File: src/hdl/hnpt_pkg.sv
package hnpt_pkg;

    // field widths
    localparam int unsigned ACT_W  = 2;
    localparam int unsigned TRK_W  = 4;
    localparam int unsigned NOTE_W = 7;

    // word widths on the stream ports
    localparam int unsigned IN_W  = 16;
    localparam int unsigned OUT_W = 8;

    // store geometry
    localparam int unsigned TRACKS   = 16;
    localparam int unsigned NOTES    = 128;
    localparam int unsigned ROW_BITS = 64;
    localparam int unsigned ROWS     = TRACKS * 2;
    localparam int unsigned ROW_AW   = $clog2(ROWS);
    localparam int unsigned BIT_W    = $clog2(ROW_BITS);
    localparam int unsigned CNT_W    = $clog2(TRACKS + 1);
    localparam int unsigned HELD_W   = $clog2(TRACKS * (NOTES - 1) + 1);

    // voice search tree: groups of eight notes, groups bundled in fours
    localparam int unsigned GRP_SIZE = 8;
    localparam int unsigned GRP_W    = $clog2(GRP_SIZE);
    localparam int unsigned NGRP     = NOTES / GRP_SIZE;
    localparam int unsigned GSEL_W   = $clog2(NGRP);
    localparam int unsigned QUAD     = 4;
    localparam int unsigned NQUAD    = NGRP / QUAD;

    // action codes
    localparam logic [ACT_W-1:0] ACT_ON      = 2'd0;
    localparam logic [ACT_W-1:0] ACT_OFF     = 2'd1;
    localparam logic [ACT_W-1:0] ACT_RELEASE = 2'd2;
    localparam logic [ACT_W-1:0] ACT_CLEAR   = 2'd3;

endpackage

File: src/hdl/hnpt_ram.sv
// Simple dual-port RAM, one write and one registered read per cycle.
module hnpt_ram #(
    parameter int unsigned WIDTH = 64,
    parameter int unsigned DEPTH = 32,
    localparam int unsigned AW   = $clog2(DEPTH)
) (
    input  logic             aclk,
    input  logic             wr_en,
    input  logic [AW-1:0]    wr_addr,
    input  logic [WIDTH-1:0] wr_data,
    input  logic             rd_en,
    input  logic [AW-1:0]    rd_addr,
    output logic [WIDTH-1:0] rd_data
);

    logic [WIDTH-1:0] mem [DEPTH];

    always_ff @(posedge aclk) begin
        if (wr_en) begin
            mem[wr_addr] <= wr_data;
        end
        if (rd_en) begin
            rd_data <= mem[rd_addr];
        end
    end

endmodule

File: src/hdl/hnpt_pick.sv
// Highest live note: registered per-group search, then a short group select.
module hnpt_pick
    import hnpt_pkg::*;
(
    input  logic              aclk,
    input  logic [NOTES-1:0]  live_i,
    output logic [NOTE_W-1:0] note_o
);

    logic             grp_any_next [NGRP];
    logic [GRP_W-1:0] grp_idx_next [NGRP];
    logic             grp_any_reg  [NGRP];
    logic [GRP_W-1:0] grp_idx_reg  [NGRP];

    logic              quad_any [NQUAD];
    logic [GSEL_W-1:0] quad_grp [NQUAD];
    logic [GSEL_W-1:0] top_grp;
    logic              top_any;

    // per-group highest set bit
    always_comb begin
        for (int g = 0; g < NGRP; g++) begin
            grp_any_next[g] = 1'b0;
            grp_idx_next[g] = '0;
            for (int b = 0; b < GRP_SIZE; b++) begin
                if (live_i[g * GRP_SIZE + b]) begin
                    grp_any_next[g] = 1'b1;
                    grp_idx_next[g] = GRP_W'(b);
                end
            end
        end
    end

    always_ff @(posedge aclk) begin
        for (int g = 0; g < NGRP; g++) begin
            grp_any_reg[g] <= grp_any_next[g];
            grp_idx_reg[g] <= grp_idx_next[g];
        end
    end

    // highest non-empty group, four groups at a time
    always_comb begin
        for (int q = 0; q < NQUAD; q++) begin
            quad_any[q] = 1'b0;
            quad_grp[q] = '0;
            for (int k = 0; k < QUAD; k++) begin
                if (grp_any_reg[q * QUAD + k]) begin
                    quad_any[q] = 1'b1;
                    quad_grp[q] = GSEL_W'(q * QUAD + k);
                end
            end
        end
        top_any = 1'b0;
        top_grp = '0;
        for (int q = 0; q < NQUAD; q++) begin
            if (quad_any[q]) begin
                top_any = 1'b1;
                top_grp = quad_grp[q];
            end
        end
    end

    // rest when nothing is held
    assign note_o = top_any ? {top_grp, grp_idx_reg[top_grp]} : '0;

endmodule

File: src/hdl/highest_note_priority_tracker.sv
// Path from accept to result valid: note on/off runs ST_MOD, ST_VOICE, ST_DONE; a rest-note event
//   or clear runs ST_VOICE, ST_DONE; a release runs ST_RLREAD, a one-note-per-cycle count RMW sweep
//   and ST_DRAIN per row, lower then upper, then ST_VOICE, ST_DONE. One word at a time: the next word
//   is taken once the result is loaded, which waits while m_tready stalls the previous result.
// Reset: aresetn (synchronous, active low) clears valid bits of the hold rows, the live-note
//   map and the held total at once; no clearing pass, the block is ready right after reset.
module highest_note_priority_tracker
    import hnpt_pkg::*;
(
    input  logic             aclk,
    input  logic             aresetn,
    input  logic             s_tvalid,
    output logic             s_tready,
    input  logic [IN_W-1:0]  s_tdata,   // action[1:0], track[5:2], note[12:6], zero pad
    output logic             m_tvalid,
    input  logic             m_tready,
    output logic [OUT_W-1:0] m_tdata    // voiced_note[6:0], changed_hold[7]
);

    localparam logic [2:0] ST_IDLE   = 3'd0;
    localparam logic [2:0] ST_MOD    = 3'd1;
    localparam logic [2:0] ST_RLREAD = 3'd2;
    localparam logic [2:0] ST_SWEEP  = 3'd3;
    localparam logic [2:0] ST_DRAIN  = 3'd4;
    localparam logic [2:0] ST_VOICE  = 3'd5;
    localparam logic [2:0] ST_DONE   = 3'd6;

    function automatic logic [ROW_AW-1:0] row_addr(input logic [TRK_W-1:0] trk,
                                                   input logic half);
        row_addr = ROW_AW'({trk, half});
    endfunction

    // input word fields
    logic [ACT_W-1:0]  s_action;
    logic [TRK_W-1:0]  s_track;
    logic [NOTE_W-1:0] s_note;
    logic              s_acc;
    logic              trk_ok;

    assign s_action = s_tdata[ACT_W-1:0];
    assign s_track  = s_tdata[ACT_W +: TRK_W];
    assign s_note   = s_tdata[ACT_W + TRK_W +: NOTE_W];
    assign s_acc    = s_tvalid && s_tready;
    assign trk_ok   = 32'(s_track) < TRACKS;

    // control and payload registers
    logic [2:0]        state_reg, state_next;
    logic [ACT_W-1:0]  act_reg, act_next;
    logic [TRK_W-1:0]  trk_reg, trk_next;
    logic [NOTE_W-1:0] note_reg, note_next;
    logic              chg_reg, chg_next;
    logic              half_reg, half_next;
    logic [BIT_W-1:0]  sw_idx_reg, sw_idx_next;
    logic [ROW_BITS-1:0] row_reg, row_next;
    logic              pend_reg, pend_next;
    logic [NOTE_W-1:0] pend_addr_reg, pend_addr_next;
    logic [NOTES-1:0]  live_reg, live_next;
    logic [ROWS-1:0]   row_vld_reg, row_vld_next;
    logic [HELD_W-1:0] total_reg, total_next;
    logic              m_tvalid_reg, m_tvalid_next;
    logic [NOTE_W-1:0] m_note_reg, m_note_next;
    logic              m_chg_reg, m_chg_next;

    // memory ports
    logic                hold_wr_en, hold_rd_en;
    logic [ROW_AW-1:0]   hold_wr_addr, hold_rd_addr;
    logic [ROW_BITS-1:0] hold_wr_data, hold_rd_data;
    logic                cnt_wr_en, cnt_rd_en;
    logic [NOTE_W-1:0]   cnt_wr_addr, cnt_rd_addr;
    logic [CNT_W-1:0]    cnt_wr_data, cnt_rd_data;

    // working values
    logic [ROW_AW-1:0]   cur_row;
    logic [ROW_BITS-1:0] row_word;
    logic [ROW_BITS-1:0] note_mask;
    logic                note_bit;
    logic [CNT_W-1:0]    cnt_cur;
    logic [CNT_W-1:0]    pend_cnt;
    logic [NOTE_W-1:0]   pick_note;

    hnpt_ram #(.WIDTH(ROW_BITS), .DEPTH(ROWS)) u_hold_ram (
        .aclk    (aclk),
        .wr_en   (hold_wr_en),
        .wr_addr (hold_wr_addr),
        .wr_data (hold_wr_data),
        .rd_en   (hold_rd_en),
        .rd_addr (hold_rd_addr),
        .rd_data (hold_rd_data)
    );

    hnpt_ram #(.WIDTH(CNT_W), .DEPTH(NOTES)) u_cnt_ram (
        .aclk    (aclk),
        .wr_en   (cnt_wr_en),
        .wr_addr (cnt_wr_addr),
        .wr_data (cnt_wr_data),
        .rd_en   (cnt_rd_en),
        .rd_addr (cnt_rd_addr),
        .rd_data (cnt_rd_data)
    );

    hnpt_pick u_pick (
        .aclk   (aclk),
        .live_i (live_reg),
        .note_o (pick_note)
    );

    // row under work; a row never written reads as zero
    assign cur_row   = (state_reg == ST_MOD) ? row_addr(trk_reg, note_reg[NOTE_W-1])
                                             : row_addr(trk_reg, half_reg);
    assign row_word  = row_vld_reg[cur_row] ? hold_rd_data : '0;
    assign note_mask = {{(ROW_BITS-1){1'b0}}, 1'b1} << note_reg[BIT_W-1:0];
    assign note_bit  = row_word[note_reg[BIT_W-1:0]];
    // a note that is not live has a zero count, whatever the RAM holds
    assign cnt_cur   = live_reg[note_reg] ? cnt_rd_data : '0;
    assign pend_cnt  = live_reg[pend_addr_reg] ? cnt_rd_data : '0;

    always_comb begin
        state_next     = state_reg;
        act_next       = act_reg;
        trk_next       = trk_reg;
        note_next      = note_reg;
        chg_next       = chg_reg;
        half_next      = half_reg;
        sw_idx_next    = sw_idx_reg;
        row_next       = row_reg;
        pend_next      = 1'b0;
        pend_addr_next = pend_addr_reg;
        live_next      = live_reg;
        row_vld_next   = row_vld_reg;
        total_next     = total_reg;
        m_tvalid_next  = m_tvalid_reg;
        m_note_next    = m_note_reg;
        m_chg_next     = m_chg_reg;

        hold_wr_en   = 1'b0;
        hold_wr_addr = cur_row;
        hold_wr_data = '0;
        hold_rd_en   = 1'b0;
        hold_rd_addr = row_addr(s_track, s_note[NOTE_W-1]);
        cnt_wr_en    = 1'b0;
        cnt_wr_addr  = note_reg;
        cnt_wr_data  = '0;
        cnt_rd_en    = 1'b0;
        cnt_rd_addr  = s_note;

        // output word taken
        if (m_tvalid_reg && m_tready) begin
            m_tvalid_next = 1'b0;
        end

        // release sweep: write back the count read in the previous cycle
        if (pend_reg) begin
            cnt_wr_en               = 1'b1;
            cnt_wr_addr             = pend_addr_reg;
            cnt_wr_data             = pend_cnt - CNT_W'(1);
            live_next[pend_addr_reg] = (pend_cnt != CNT_W'(1));
            total_next              = total_reg - HELD_W'(1);
        end

        case (state_reg)
            ST_IDLE: begin
                if (s_acc) begin
                    act_next  = s_action;
                    trk_next  = s_track;
                    note_next = s_note;
                    chg_next  = 1'b0;
                    half_next = 1'b0;
                    state_next = ST_VOICE;
                    case (s_action)
                        ACT_CLEAR: begin
                            chg_next     = (total_reg != '0);
                            row_vld_next = '0;
                            live_next    = '0;
                            total_next   = '0;
                        end
                        ACT_RELEASE: begin
                            if (trk_ok) begin
                                hold_rd_en   = 1'b1;
                                hold_rd_addr = row_addr(s_track, 1'b0);
                                state_next   = ST_RLREAD;
                            end
                        end
                        default: begin
                            if (trk_ok && (s_note != '0)) begin
                                hold_rd_en = 1'b1;
                                cnt_rd_en  = 1'b1;
                                state_next = ST_MOD;
                            end
                        end
                    endcase
                end
            end

            // note on / note off read-modify-write
            ST_MOD: begin
                if ((act_reg == ACT_ON) && !note_bit) begin
                    hold_wr_en              = 1'b1;
                    hold_wr_data            = row_word | note_mask;
                    row_vld_next[cur_row]   = 1'b1;
                    cnt_wr_en               = 1'b1;
                    cnt_wr_data             = cnt_cur + CNT_W'(1);
                    live_next[note_reg]     = 1'b1;
                    total_next              = total_reg + HELD_W'(1);
                    chg_next                = 1'b1;
                end else if ((act_reg == ACT_OFF) && note_bit) begin
                    hold_wr_en              = 1'b1;
                    hold_wr_data            = row_word & ~note_mask;
                    row_vld_next[cur_row]   = 1'b1;
                    cnt_wr_en               = 1'b1;
                    cnt_wr_data             = cnt_cur - CNT_W'(1);
                    live_next[note_reg]     = (cnt_cur != CNT_W'(1));
                    total_next              = total_reg - HELD_W'(1);
                    chg_next                = 1'b1;
                end
                state_next = ST_VOICE;
            end

            // release: take the row, clear it in the RAM
            ST_RLREAD: begin
                row_next              = row_word;
                hold_wr_en            = 1'b1;
                hold_wr_data          = '0;
                row_vld_next[cur_row] = 1'b1;
                if (row_word != '0) begin
                    chg_next = 1'b1;
                end
                sw_idx_next = '0;
                state_next  = ST_SWEEP;
            end

            // release: one note per cycle, read its count for the next cycle
            ST_SWEEP: begin
                row_next    = row_reg >> 1;
                sw_idx_next = sw_idx_reg + BIT_W'(1);
                if (row_reg[0]) begin
                    cnt_rd_en      = 1'b1;
                    cnt_rd_addr    = {half_reg, sw_idx_reg};
                    pend_next      = 1'b1;
                    pend_addr_next = {half_reg, sw_idx_reg};
                end
                if (&sw_idx_reg) begin
                    state_next = ST_DRAIN;
                end
            end

            // last count write lands here; go on to the upper row after the lower one, else to ST_VOICE
            ST_DRAIN: begin
                if (!half_reg) begin
                    half_next    = 1'b1;
                    hold_rd_en   = 1'b1;
                    hold_rd_addr = row_addr(trk_reg, 1'b1);
                    state_next   = ST_RLREAD;
                end else begin
                    state_next = ST_VOICE;
                end
            end

            // search tree registers the updated live map
            ST_VOICE: begin
                state_next = ST_DONE;
            end

            ST_DONE: begin
                if (!m_tvalid_reg || m_tready) begin
                    m_tvalid_next = 1'b1;
                    m_note_next   = pick_note;
                    m_chg_next    = chg_reg;
                    state_next    = ST_IDLE;
                end
            end

            default: begin
                state_next = ST_IDLE;
            end
        endcase
    end

    // control state
    always_ff @(posedge aclk) begin
        if (!aresetn) begin
            state_reg    <= ST_IDLE;
            pend_reg     <= 1'b0;
            live_reg     <= '0;
            row_vld_reg  <= '0;
            total_reg    <= '0;
            m_tvalid_reg <= 1'b0;
        end else begin
            state_reg    <= state_next;
            pend_reg     <= pend_next;
            live_reg     <= live_next;
            row_vld_reg  <= row_vld_next;
            total_reg    <= total_next;
            m_tvalid_reg <= m_tvalid_next;
        end
    end

    // payload
    always_ff @(posedge aclk) begin
        act_reg       <= act_next;
        trk_reg       <= trk_next;
        note_reg      <= note_next;
        chg_reg       <= chg_next;
        half_reg      <= half_next;
        sw_idx_reg    <= sw_idx_next;
        row_reg       <= row_next;
        pend_addr_reg <= pend_addr_next;
        m_note_reg    <= m_note_next;
        m_chg_reg     <= m_chg_next;
    end

    assign s_tready = (state_reg == ST_IDLE);
    assign m_tvalid = m_tvalid_reg;
    assign m_tdata  = {m_chg_reg, m_note_reg};

endmodule

File: config.mk
export PLATFORM = sky130hd
export DESIGN_NAME = highest_note_priority_tracker
export DESIGN_NICKNAME = d
export VERILOG_FILES = /design/src/hdl/hnpt_pkg.sv /design/src/hdl/hnpt_ram.sv /design/src/hdl/hnpt_pick.sv /design/src/hdl/highest_note_priority_tracker.sv
export SDC_FILE = /design/constraint.sdc
export NUM_CORES = 2
export LEC_CHECK = 0
export BUFFER_PORTS_ARGS = -buffer_cell sky130_fd_sc_hd__buf_2
export CAP_MARGIN = 20
export CORE_UTILIZATION = 66
export CTS_BUF_LIST = sky130_fd_sc_hd__clkbuf_8
export CTS_CLUSTER_SIZE = 24
export DETAILED_ROUTE_END_ITERATION = 6
export GPL_ROUTABILITY_DRIVEN = 0
export PLACE_DENSITY_LB_ADDON = 0.12
export SYNTH_ARGS = -nofsm -noshare
export SYNTH_HDL_FRONTEND = slang
export SYNTH_SLANG_ARGS = --single-unit
export TNS_END_PERCENT = 100
File: constraint.sdc
create_clock -name aclk -period 13.2 [get_ports aclk]
set_input_delay 0.66 -clock aclk [delete_from_list [all_inputs] [get_ports aclk]]
set_output_delay 0.66 -clock aclk [all_outputs]
set_load 0.01 [all_outputs]
# --- Yosys cells after proc, flatten, opt, wreduce, memory -nomap -nowiden ---
# Memories as Yosys holds them, arrays and structs flattened. A register that Yosys moved wholly into a read port is not among the register bits.
# Cells that the tools add are included.
word_totals:
  ram_bits: 2752
  wordCells: 455
  reg_bits: 276
  in_bits: 20
  out_inout_bits: 10
  mem_count: 4
classes:
  n_mux: 370
  bitwise_logic: 5
  eq_ne: 17
  add_sub_neg: 6
  reduce_logical: 29
  n_shift: 1
  magnitude_cmp: 7
memory_table:
  columns: ["memory", "words", "width", "read_ports", "rd_ports_with_merged_regs", "write_ports", "line_no", "text"]
  rows:
  - ["u_hold_ram.mem", 32, 64, 1, 1, 1, "hnpt_ram.sv:16", "logic [WIDTH-1:0] mem [DEPTH];"]
  - ["u_cnt_ram.mem", 128, 5, 1, 1, 1, "hnpt_ram.sv:16", null]
  - ["u_pick.grp_idx_reg", 16, 3, 1, 1, 16, "hnpt_pick.sv:13", "logic [GRP_W-1:0] grp_idx_reg [NGRP];"]
  - ["u_pick.grp_any_reg", 16, 1, 16, 0, 16, "hnpt_pick.sv:12", "logic grp_any_reg [NGRP];"]
op_table:
  columns: ["cell", "count"]
  rows:
  - ["128-bit 2-to-1 mux", 5]
  - ["128-bit bitwise mux", 2]
  - ["64-bit 2-to-1 mux", 4]
  - ["128-bit case mux with 2 select lines", 1]
  - ["3-bit 2-to-1 mux", 78]
  - ["1-bit 2-to-1 mux", 200]
  - ["32-bit 2-to-1 mux", 4]
  - ["128-bit bitwise OR", 1]
  - ["64-bit case mux with 2 select lines", 1]
  - ["32-bit case mux with 3 select lines", 1]
  - ["64-bit AND", 1]
  - ["64-bit inverter", 1]
  - ["64-bit bitwise OR", 1]
  - ["64-bit nonzero test", 1]
  - ["1-bit by 6-bit left shift with 64-bit output, first input constant", 1]
  - ["2-bit 2-to-1 mux", 31]
  - ["11-bit 2-to-1 mux", 5]
  - ["4-bit 2-to-1 mux", 10]
  - ["5-bit 2-to-1 mux", 7]
  - ["32-bit bitwise OR", 1]
  - ["11-bit case mux with 2 select lines", 1]
  - ["7-bit 2-to-1 mux", 3]
  - ["3-bit case mux with 7 select lines", 1]
  - ["7-bit by 8-bit < comparator with 1-bit output, second input constant", 2]
  - ["other kinds (42)", 72]

# --- Longest topological paths before layout ---
depth:
  word_depth: 13
  depth_mapped: 18
  depth_no_buf: 13

# --- Hierarchy ---
# A second synthesis with hierarchy kept.
hier_totals:
  cells_unflattened: 7170
  area_unflattened_um2: 128434.4
by_module_without_submodules:
  columns: ["module", "cells_each", "area_per_inst_um2", "seq_area_each_um2", "instances"]
  rows:
  - ["hnpt_ram (u_hold_ram)", 3097, 79605.1, 63420.8, 1]
  - ["hnpt_ram (u_cnt_ram)", 1090, 25110.3, 19368.6, 1]
  - ["highest_note_priority_tracker", 2603, 20773.7, 6526.3, 1]
  - ["hnpt_pick", 380, 2945.3, 1281.2, 1]

# --- Worst setup path before layout ---
# OpenSTA, ideal clock, no wires.
synth_path:
  kind: "reg2reg"
  start: "register state_reg[1]"
  end: "memory u_hold_ram.mem[20][0] (enable)"
  path_stages_with_launch: 6
  t_arrival_ns: 10.676
  path_buffers: 1
  synth_period_minus_slack_ns: 11.320
  setup_time_ns: 0.644
  setup_slack_ns: 1.880
  required_time_ns: 12.556
  cell_sequence: "dfxtp_1 -> buf_2 -> nor2b_1 -> nor2b_1 -> nor2_1 -> nor4_1"
synth_between:
  elab_chain_len: 13
  word_cells_on_any_way: 16
  classes_between: "eq/ne (2); mux (11); reduce/logical (3)"
synth_rtl:
  columns: ["item", "line_no", "text"]
  rows:
  - ["from (decl)", "highest_note_priority_tracker.sv:47", "logic [2:0] state_reg, state_next;"]
  - ["from (signal assigned)", "highest_note_priority_tracker.sv:288", "state_reg <= state_next;"]
  - ["3-bit by 1-bit == test with 1-bit output", "highest_note_priority_tracker.sv:108, highest_note_priority_tracker.sv:160", null]
  - ["1-bit 2-to-1 mux", "highest_note_priority_tracker.sv:108", "assign cur_row = (state_reg == ST_MOD) ? row_addr(trk_reg, note_reg[NOTE_W-1])"]
  - ["1-bit binary-select mux with 5-bit select", "highest_note_priority_tracker.sv:110", "assign row_word = row_vld_reg[cur_row] ? hold_rd_data : '0;"]
  - ["1-bit 2-to-1 mux (not written as such)", "highest_note_priority_tracker.sv:110", null]
  - ["64-bit 2-to-1 mux", "highest_note_priority_tracker.sv:110", null]
  - ["1-bit binary-select mux with 6-bit select", "highest_note_priority_tracker.sv:112", "assign note_bit = row_word[note_reg[BIT_W-1:0]];"]
  - ["1-bit 2-to-1 mux (not written as such)", "highest_note_priority_tracker.sv:112", null]
  - ["1-bit logical AND or 1-bit zero test (tied branches)", "highest_note_priority_tracker.sv:205, highest_note_priority_tracker.sv:196", null]
  - ["1-bit 2-to-1 mux or 1-bit logical AND (tied branches)", "highest_note_priority_tracker.sv:205, highest_note_priority_tracker.sv:196", null]
  - ["1-bit 2-to-1 mux", "highest_note_priority_tracker.sv:196", "if ((act_reg == ACT_ON) && !note_bit) begin"]
  - ["1-bit case mux with 2 select lines", "highest_note_priority_tracker.sv:160", "case (state_reg)"]
  - ["1-bit 2-to-1 mux", "hnpt_ram.sv:19", "if (wr_en) begin"]
  - ["1-bit 2-to-1 mux (not written as such)", "hnpt_ram.sv:20", "mem[wr_addr] <= wr_data;"]
  - ["to (decl)", "hnpt_ram.sv:16", null]
# Parallel ways exist; a longest one is shown, timed or not. The select of a mux whose other input is x is not followed.

# --- Worst setup path after layout ---
layout_path:
  start: "register note_reg[2]"
  end: "memory u_hold_ram.mem[4][19] (enable)"
layout_between:
  elab_chain_len: 8
  word_cells_on_any_way: 10
  classes_between: "mux (7); reduce/logical (3)"
layout_rtl:
  columns: ["item", "line_no", "text"]
  rows:
  - ["from (decl)", "highest_note_priority_tracker.sv:50", "logic [NOTE_W-1:0] note_reg, note_next;"]
  - ["from (signal assigned)", "highest_note_priority_tracker.sv:301", "note_reg <= note_next;"]
  - ["1-bit binary-select mux with 6-bit select *", "highest_note_priority_tracker.sv:112", null]
  - ["1-bit 2-to-1 mux (not written as such) *", "highest_note_priority_tracker.sv:112", null]
  - ["1-bit logical AND or 1-bit zero test (tied branches)", "highest_note_priority_tracker.sv:205, highest_note_priority_tracker.sv:196", null]
  - ["1-bit 2-to-1 mux or 1-bit logical AND (tied branches)", "highest_note_priority_tracker.sv:205, highest_note_priority_tracker.sv:196", null]
  - ["1-bit 2-to-1 mux *", "highest_note_priority_tracker.sv:196", null]
  - ["1-bit case mux with 2 select lines *", "highest_note_priority_tracker.sv:160", null]
  - ["1-bit 2-to-1 mux *", "hnpt_ram.sv:19", null]
  - ["1-bit 2-to-1 mux (not written as such) *", "hnpt_ram.sv:20", null]
# Every way passes the cells marked *; elsewhere a longest branch is shown, timed or not. The select of a mux whose other input is x is not followed.

==> run summary <==
The largest area contributor in the netlist is sky130_fd_sc_hd__edfxtp_1. The largest net degree at the start of global routing is 206. The flow ran to the end, but the final reports show violations. The final period demand of the worst path came out at 7.37 ns. Setup repair after global routing left no endpoint under its margin. Summed over all nets, the half-perimeter wirelength after detailed placement is 213,000 um. The ratio of routed vias to standard cells came out at approximately 6.8. After Yosys synthesis, XOR and XNOR cells account for 0.180% of the synthesized area. The tightest hold path in the finished design has a slack of between 0.15 and 0.2 ns. Counting flops with a built-in enable in the synthesized netlist gives 2,857. TritonCTS built the clock tree. Headroom to the max-slew limit came out at 13.2%. After Yosys synthesis, and, or, nand and nor cells account for 17.0% of the synthesized area. The origin of the worst min-delay path is m_tready.

The transition time of the tightest slew-check pin is 1.29 ns. CTS saw approximately 3.1k sinks. For flop-to-flop paths, the worst setup slack is 5.83 ns. The global-route wire length before repair came out at 565,000 um. The count of yosys warnings during synthesis is 0. The required time of the worst setup path is 13.93 ns. The combinational family with the most area after synthesis is simple AND/OR/NAND/NOR gates. The detail-routed net length per standard cell came out at around 27 um.

The number of antenna-violating nets in the routed design is 0. For the final database, setup skew stands at 0.0775 ns. Among all cell types in the netlist, the one instantiated most often is sky130_fd_sc_hd__nand2_1. The net count of the finished layout came out at 11.0k. The cell area after synthesis came out at between 0.1 and 0.15 sq mm.

Summing the areas of all fa, ha and maj instances in the mapped netlist gives less than 1% of the synthesized area. The CTS buffer count came out at 486. Among all stages on the critical path, the largest delay is contributed by sky130_fd_sc_hd__nor2b_1. The routed layout has roughly 95k vias. The checks that failed: DRC. The type of the tightest min-delay check is primary input to flop. The worst setup path is launched from a flop. Walking the worst path, the cells encountered are buf_4 > nor2b_1 > a2111oi_0 > a211o_1 > a21boi_1 > o22a_1 > buf_4 > mux2_4 > o211ai_2 > nor2_4 > buf_4 > buf_4.

The routed design has 384,000 um of wire. The area share of the leading cell type in the synthesized netlist is 65.2%. The via count of the first global-routing pass is 89.8k.

The arrival time reported for the critical path endpoint is 8.11 ns. The flip-flop count of the largest register, all copies and words added is around 2k. Clock-pin slew was measured on the worst setup and hold paths at 0.06 ns. Of all flip-flops after synthesis, the portion carrying an async set or reset was 0%. The commonest cells after synthesis are sky130_fd_sc_hd__nand2_1 (3,095), sky130_fd_sc_hd__edfxtp_1 (2,857), sky130_fd_sc_hd__nand3_1 (1,024). The number of buffer cells added on primary ports is 26. The worst-case IR drop observed on VDD is 148 uV.

The count of mapped cells out of synthesis came out at 11.0k. The final count of pins violating max slew came to 0. Of the available clock period, the critical path in the final layout requires 55.9%. Multiplexer cells account for 2.55% of the synthesized area. The peak per-stage delay on the critical path came out at 0.96 ns. The iteration count of the initial detailed-routing pass came out at 7. The worst setup path is captured at a flop.

After synthesis the netlist holds a flip-flop and latch count of a little over 3k. The post-CTS resize count is 0. The top achievable clock speed came out at 0.136 GHz. The final setup violation count came out at 0. The number of different library cells in the post-synthesis netlist came out at 95. The number of buffers added for setup after CTS is 0. The number of antenna violations at the first check in global routing is 13.

The critical path is of the flop to flop type. The number of placement rows came out at 163. The synthesized area divided by synthesized cell count is approximately 12 sq um.

The floorplan step defined a die boundary enclosing 0.201 sq mm. The cell with the most instances on the worst path is sky130_fd_sc_hd__buf_4. The worst hold path passes through 3 cells. The path with the worst hold slack has its endpoint at m_tvalid.

The clock tree buffer depth is 4. The die height came out at approximately 450 um. The number of H-tree levels came out at 5. The count of maximum capacitance violations is 0. The end of the worst register-to-register path is u_hold_ram.mem[4][19]. The number of DRC markers after the initial detailed-route iteration came out at 15.0k. The number of top-level design ports is 30. The count of cells along the worst register-to-register path is 12. The register area share after synthesis is between 60% and 70%.

The root buffer cell is sky130_fd_sc_hd__clkbuf_8. In the final layout, the share of cells above drive strength 1 is 10.8%. The compound-gate portion of the synthesized area is 8.71%. The number of design rule violations left after detail routing is 43. The effective utilization at floorplan is 66.6%. The total overflow left after global routing is 0. The die outline width came out at 449 um. The count of final hold-check violations is 0. The flip-flop cell with the highest count after synthesis is sky130_fd_sc_hd__edfxtp_1. The filler cell count came out at about 13k.

The leakage power of the design is around 0.050 uW. The overall global routing resource usage came out at 37.4%. The synthesized net count came out at 11.0k. Relative to the synthesized area, the layout overhead comes to 9.60%. The setup TNS came out at 0 ns. The largest fanout on the critical path came out at 58.

The clock insertion delay at the later pin of the skew report is 1.17 ns. Ranked by total cell area, the synthesized netlist is headed by sky130_fd_sc_hd__edfxtp_1 (65%), sky130_fd_sc_hd__nand2_1 (8.8%), sky130_fd_sc_hd__nand3_1 (3.9%). The hold buffer count at cts came out at 15.

The region available for standard cell placement spans 0.198 sq mm. The cell area power density came out at 170 mW/mm^2. The worst register-to-register path begins at note_reg[2].
## layout make-up
class	instances	area, sq um	share of cell area (%)
Sequential cell	3097	90600	62.8
Multi-Input combinational cell	7048	38500	26.6
Clock buffer	504	6940	4.81
Tap cell	2640	3300	2.29
Timing Repair Buffer	320	2890	2.00
Clock inverter	358	1950	1.35
Inverter	42	158	0.109
Antenna cell	12	30.0	0.0208
## cells by family (layout without fill, tap and decap cells)
| logic type | Yosys count | after routing |
|---|---|---|
| AO/OA/AOI/OAI | 1545 | 1545 |
| flip-flops | 3097 | 3097 |
| buffers and inverters | 864 | 1224 |
| XOR/XNOR | 27 | 27 |
| adder cells (fa/ha/maj) | 9 | 9 |
| multiplexers | 261 | 261 |
| AND/OR/NAND/NOR | 5206 | 5206 |
| other | 0 | 12 |
## routing by layer
| metal | share of wire (%) | up-vias | global-route usage [%] |
|---|---|---|---|
| met5 | 0.019 | - | 0 |
| met4 | 6.1 | 12 | 20.8 |
| met1 | 36 | 45786 | 50.4 |
| li1 | - | 40863 | - |
| met2 | 45 | 6912 | 56.7 |
| met3 | 13 | 1488 | 8.91 |
## layout by cell type, fill, tap and decap left out, types with 22 or more instances in the layout
| cell type | synthesis | layout |
|---|---|---|
| sky130_fd_sc_hd__nand2_1 | 3095 | 3094 |
| sky130_fd_sc_hd__edfxtp_1 | 2857 | 2857 |
| sky130_fd_sc_hd__nand3_1 | 1024 | 1024 |
| sky130_fd_sc_hd__clkbuf_8 | 0 | 504 |
| sky130_fd_sc_hd__a311oi_1 | 465 | 465 |
| sky130_fd_sc_hd__nor2_1 | 434 | 369 |
| sky130_fd_sc_hd__and3_1 | 325 | 325 |
| sky130_fd_sc_hd__dfxtp_1 | 240 | 240 |
| sky130_fd_sc_hd__o21ai_0 | 242 | 239 |
| sky130_fd_sc_hd__buf_4 | 9 | 220 |
| sky130_fd_sc_hd__inv_1 | 39 | 188 |
| sky130_fd_sc_hd__a21oi_1 | 182 | 148 |
| sky130_fd_sc_hd__clkinv_1 | 3 | 127 |
| sky130_fd_sc_hd__a31oi_1 | 119 | 119 |
| sky130_fd_sc_hd__mux2i_1 | 111 | 101 |
| sky130_fd_sc_hd__mux2_2 | 100 | 95 |
| sky130_fd_sc_hd__nor3_1 | 107 | 92 |
| sky130_fd_sc_hd__o31ai_1 | 82 | 81 |
| sky130_fd_sc_hd__a211oi_1 | 78 | 78 |
| sky130_fd_sc_hd__a22oi_1 | 62 | 62 |
| sky130_fd_sc_hd__clkinv_2 | 0 | 54 |
| sky130_fd_sc_hd__o311ai_0 | 49 | 49 |
| sky130_fd_sc_hd__mux4_2 | 49 | 49 |
| sky130_fd_sc_hd__and2_1 | 51 | 49 |
| sky130_fd_sc_hd__o211ai_1 | 40 | 40 |
| sky130_fd_sc_hd__buf_8 | 0 | 38 |
| sky130_fd_sc_hd__nor2_2 | 1 | 37 |
| sky130_fd_sc_hd__nand4_1 | 37 | 37 |
| sky130_fd_sc_hd__a21oi_2 | 0 | 32 |
| sky130_fd_sc_hd__o2111ai_1 | 30 | 30 |
| sky130_fd_sc_hd__nor2_4 | 0 | 29 |
| sky130_fd_sc_hd__nor4_1 | 35 | 28 |
| sky130_fd_sc_hd__buf_2 | 140 | 27 |
| sky130_fd_sc_hd__nor2b_1 | 24 | 22 |
## where the power goes
group	switching (uW)	internal (uW)	leakage, uW
sequential	296	11300	0.0256
combinational	3960	1470	0.0190
clock	3720	3870	0.00511
total	7980	16600	0.0496
## how the worst max path moves through the flow
stage	end	start	depth (start not counted)	slack, ns
2_1_floorplan	u_hold_ram.mem[20][0]	state_reg[1]	5	1.88
3_5_place_dp	u_hold_ram.mem[4][61]	state_reg[0]	12	6.18
4_1_cts	u_hold_ram.mem[4][19]	state_reg[0]	12	6.04
6_report	u_hold_ram.mem[4][19]	note_reg[2]	12	5.83
5_1_grt	u_hold_ram.mem[4][5]	state_reg[0]	12	5.80
3_3_place_gp	u_hold_ram.mem[4][19]	state_reg[0]	12	6.36
## critical path: cells and delay by family, from the launching register on
kind | cells | cell delay (ns)
flops | 1 | 0.32
compound gates | 5 | 1.78
mux | 1 | 0.55
simple gates | 2 | 1.92
buf+inv | 4 | 2.30
## per-stage QoR
step           utilization, %  cells  setup slack [ns]  instance area [sq um]  power [uW]
3_3_place_gp             68.0  13084              6.36                 135000       16800
2_1_floorplan               -  11009              1.88                 132000       15100
6_report                 73.0  14021              5.83                 144000       24600
5_1_grt                  72.9  14014              5.80                 144000       25400
3_5_place_dp             68.0  13091              6.18                 135000       17000
4_1_cts                  72.6  13968              6.04                 144000       24400
(Power assumes the default switching activity.)
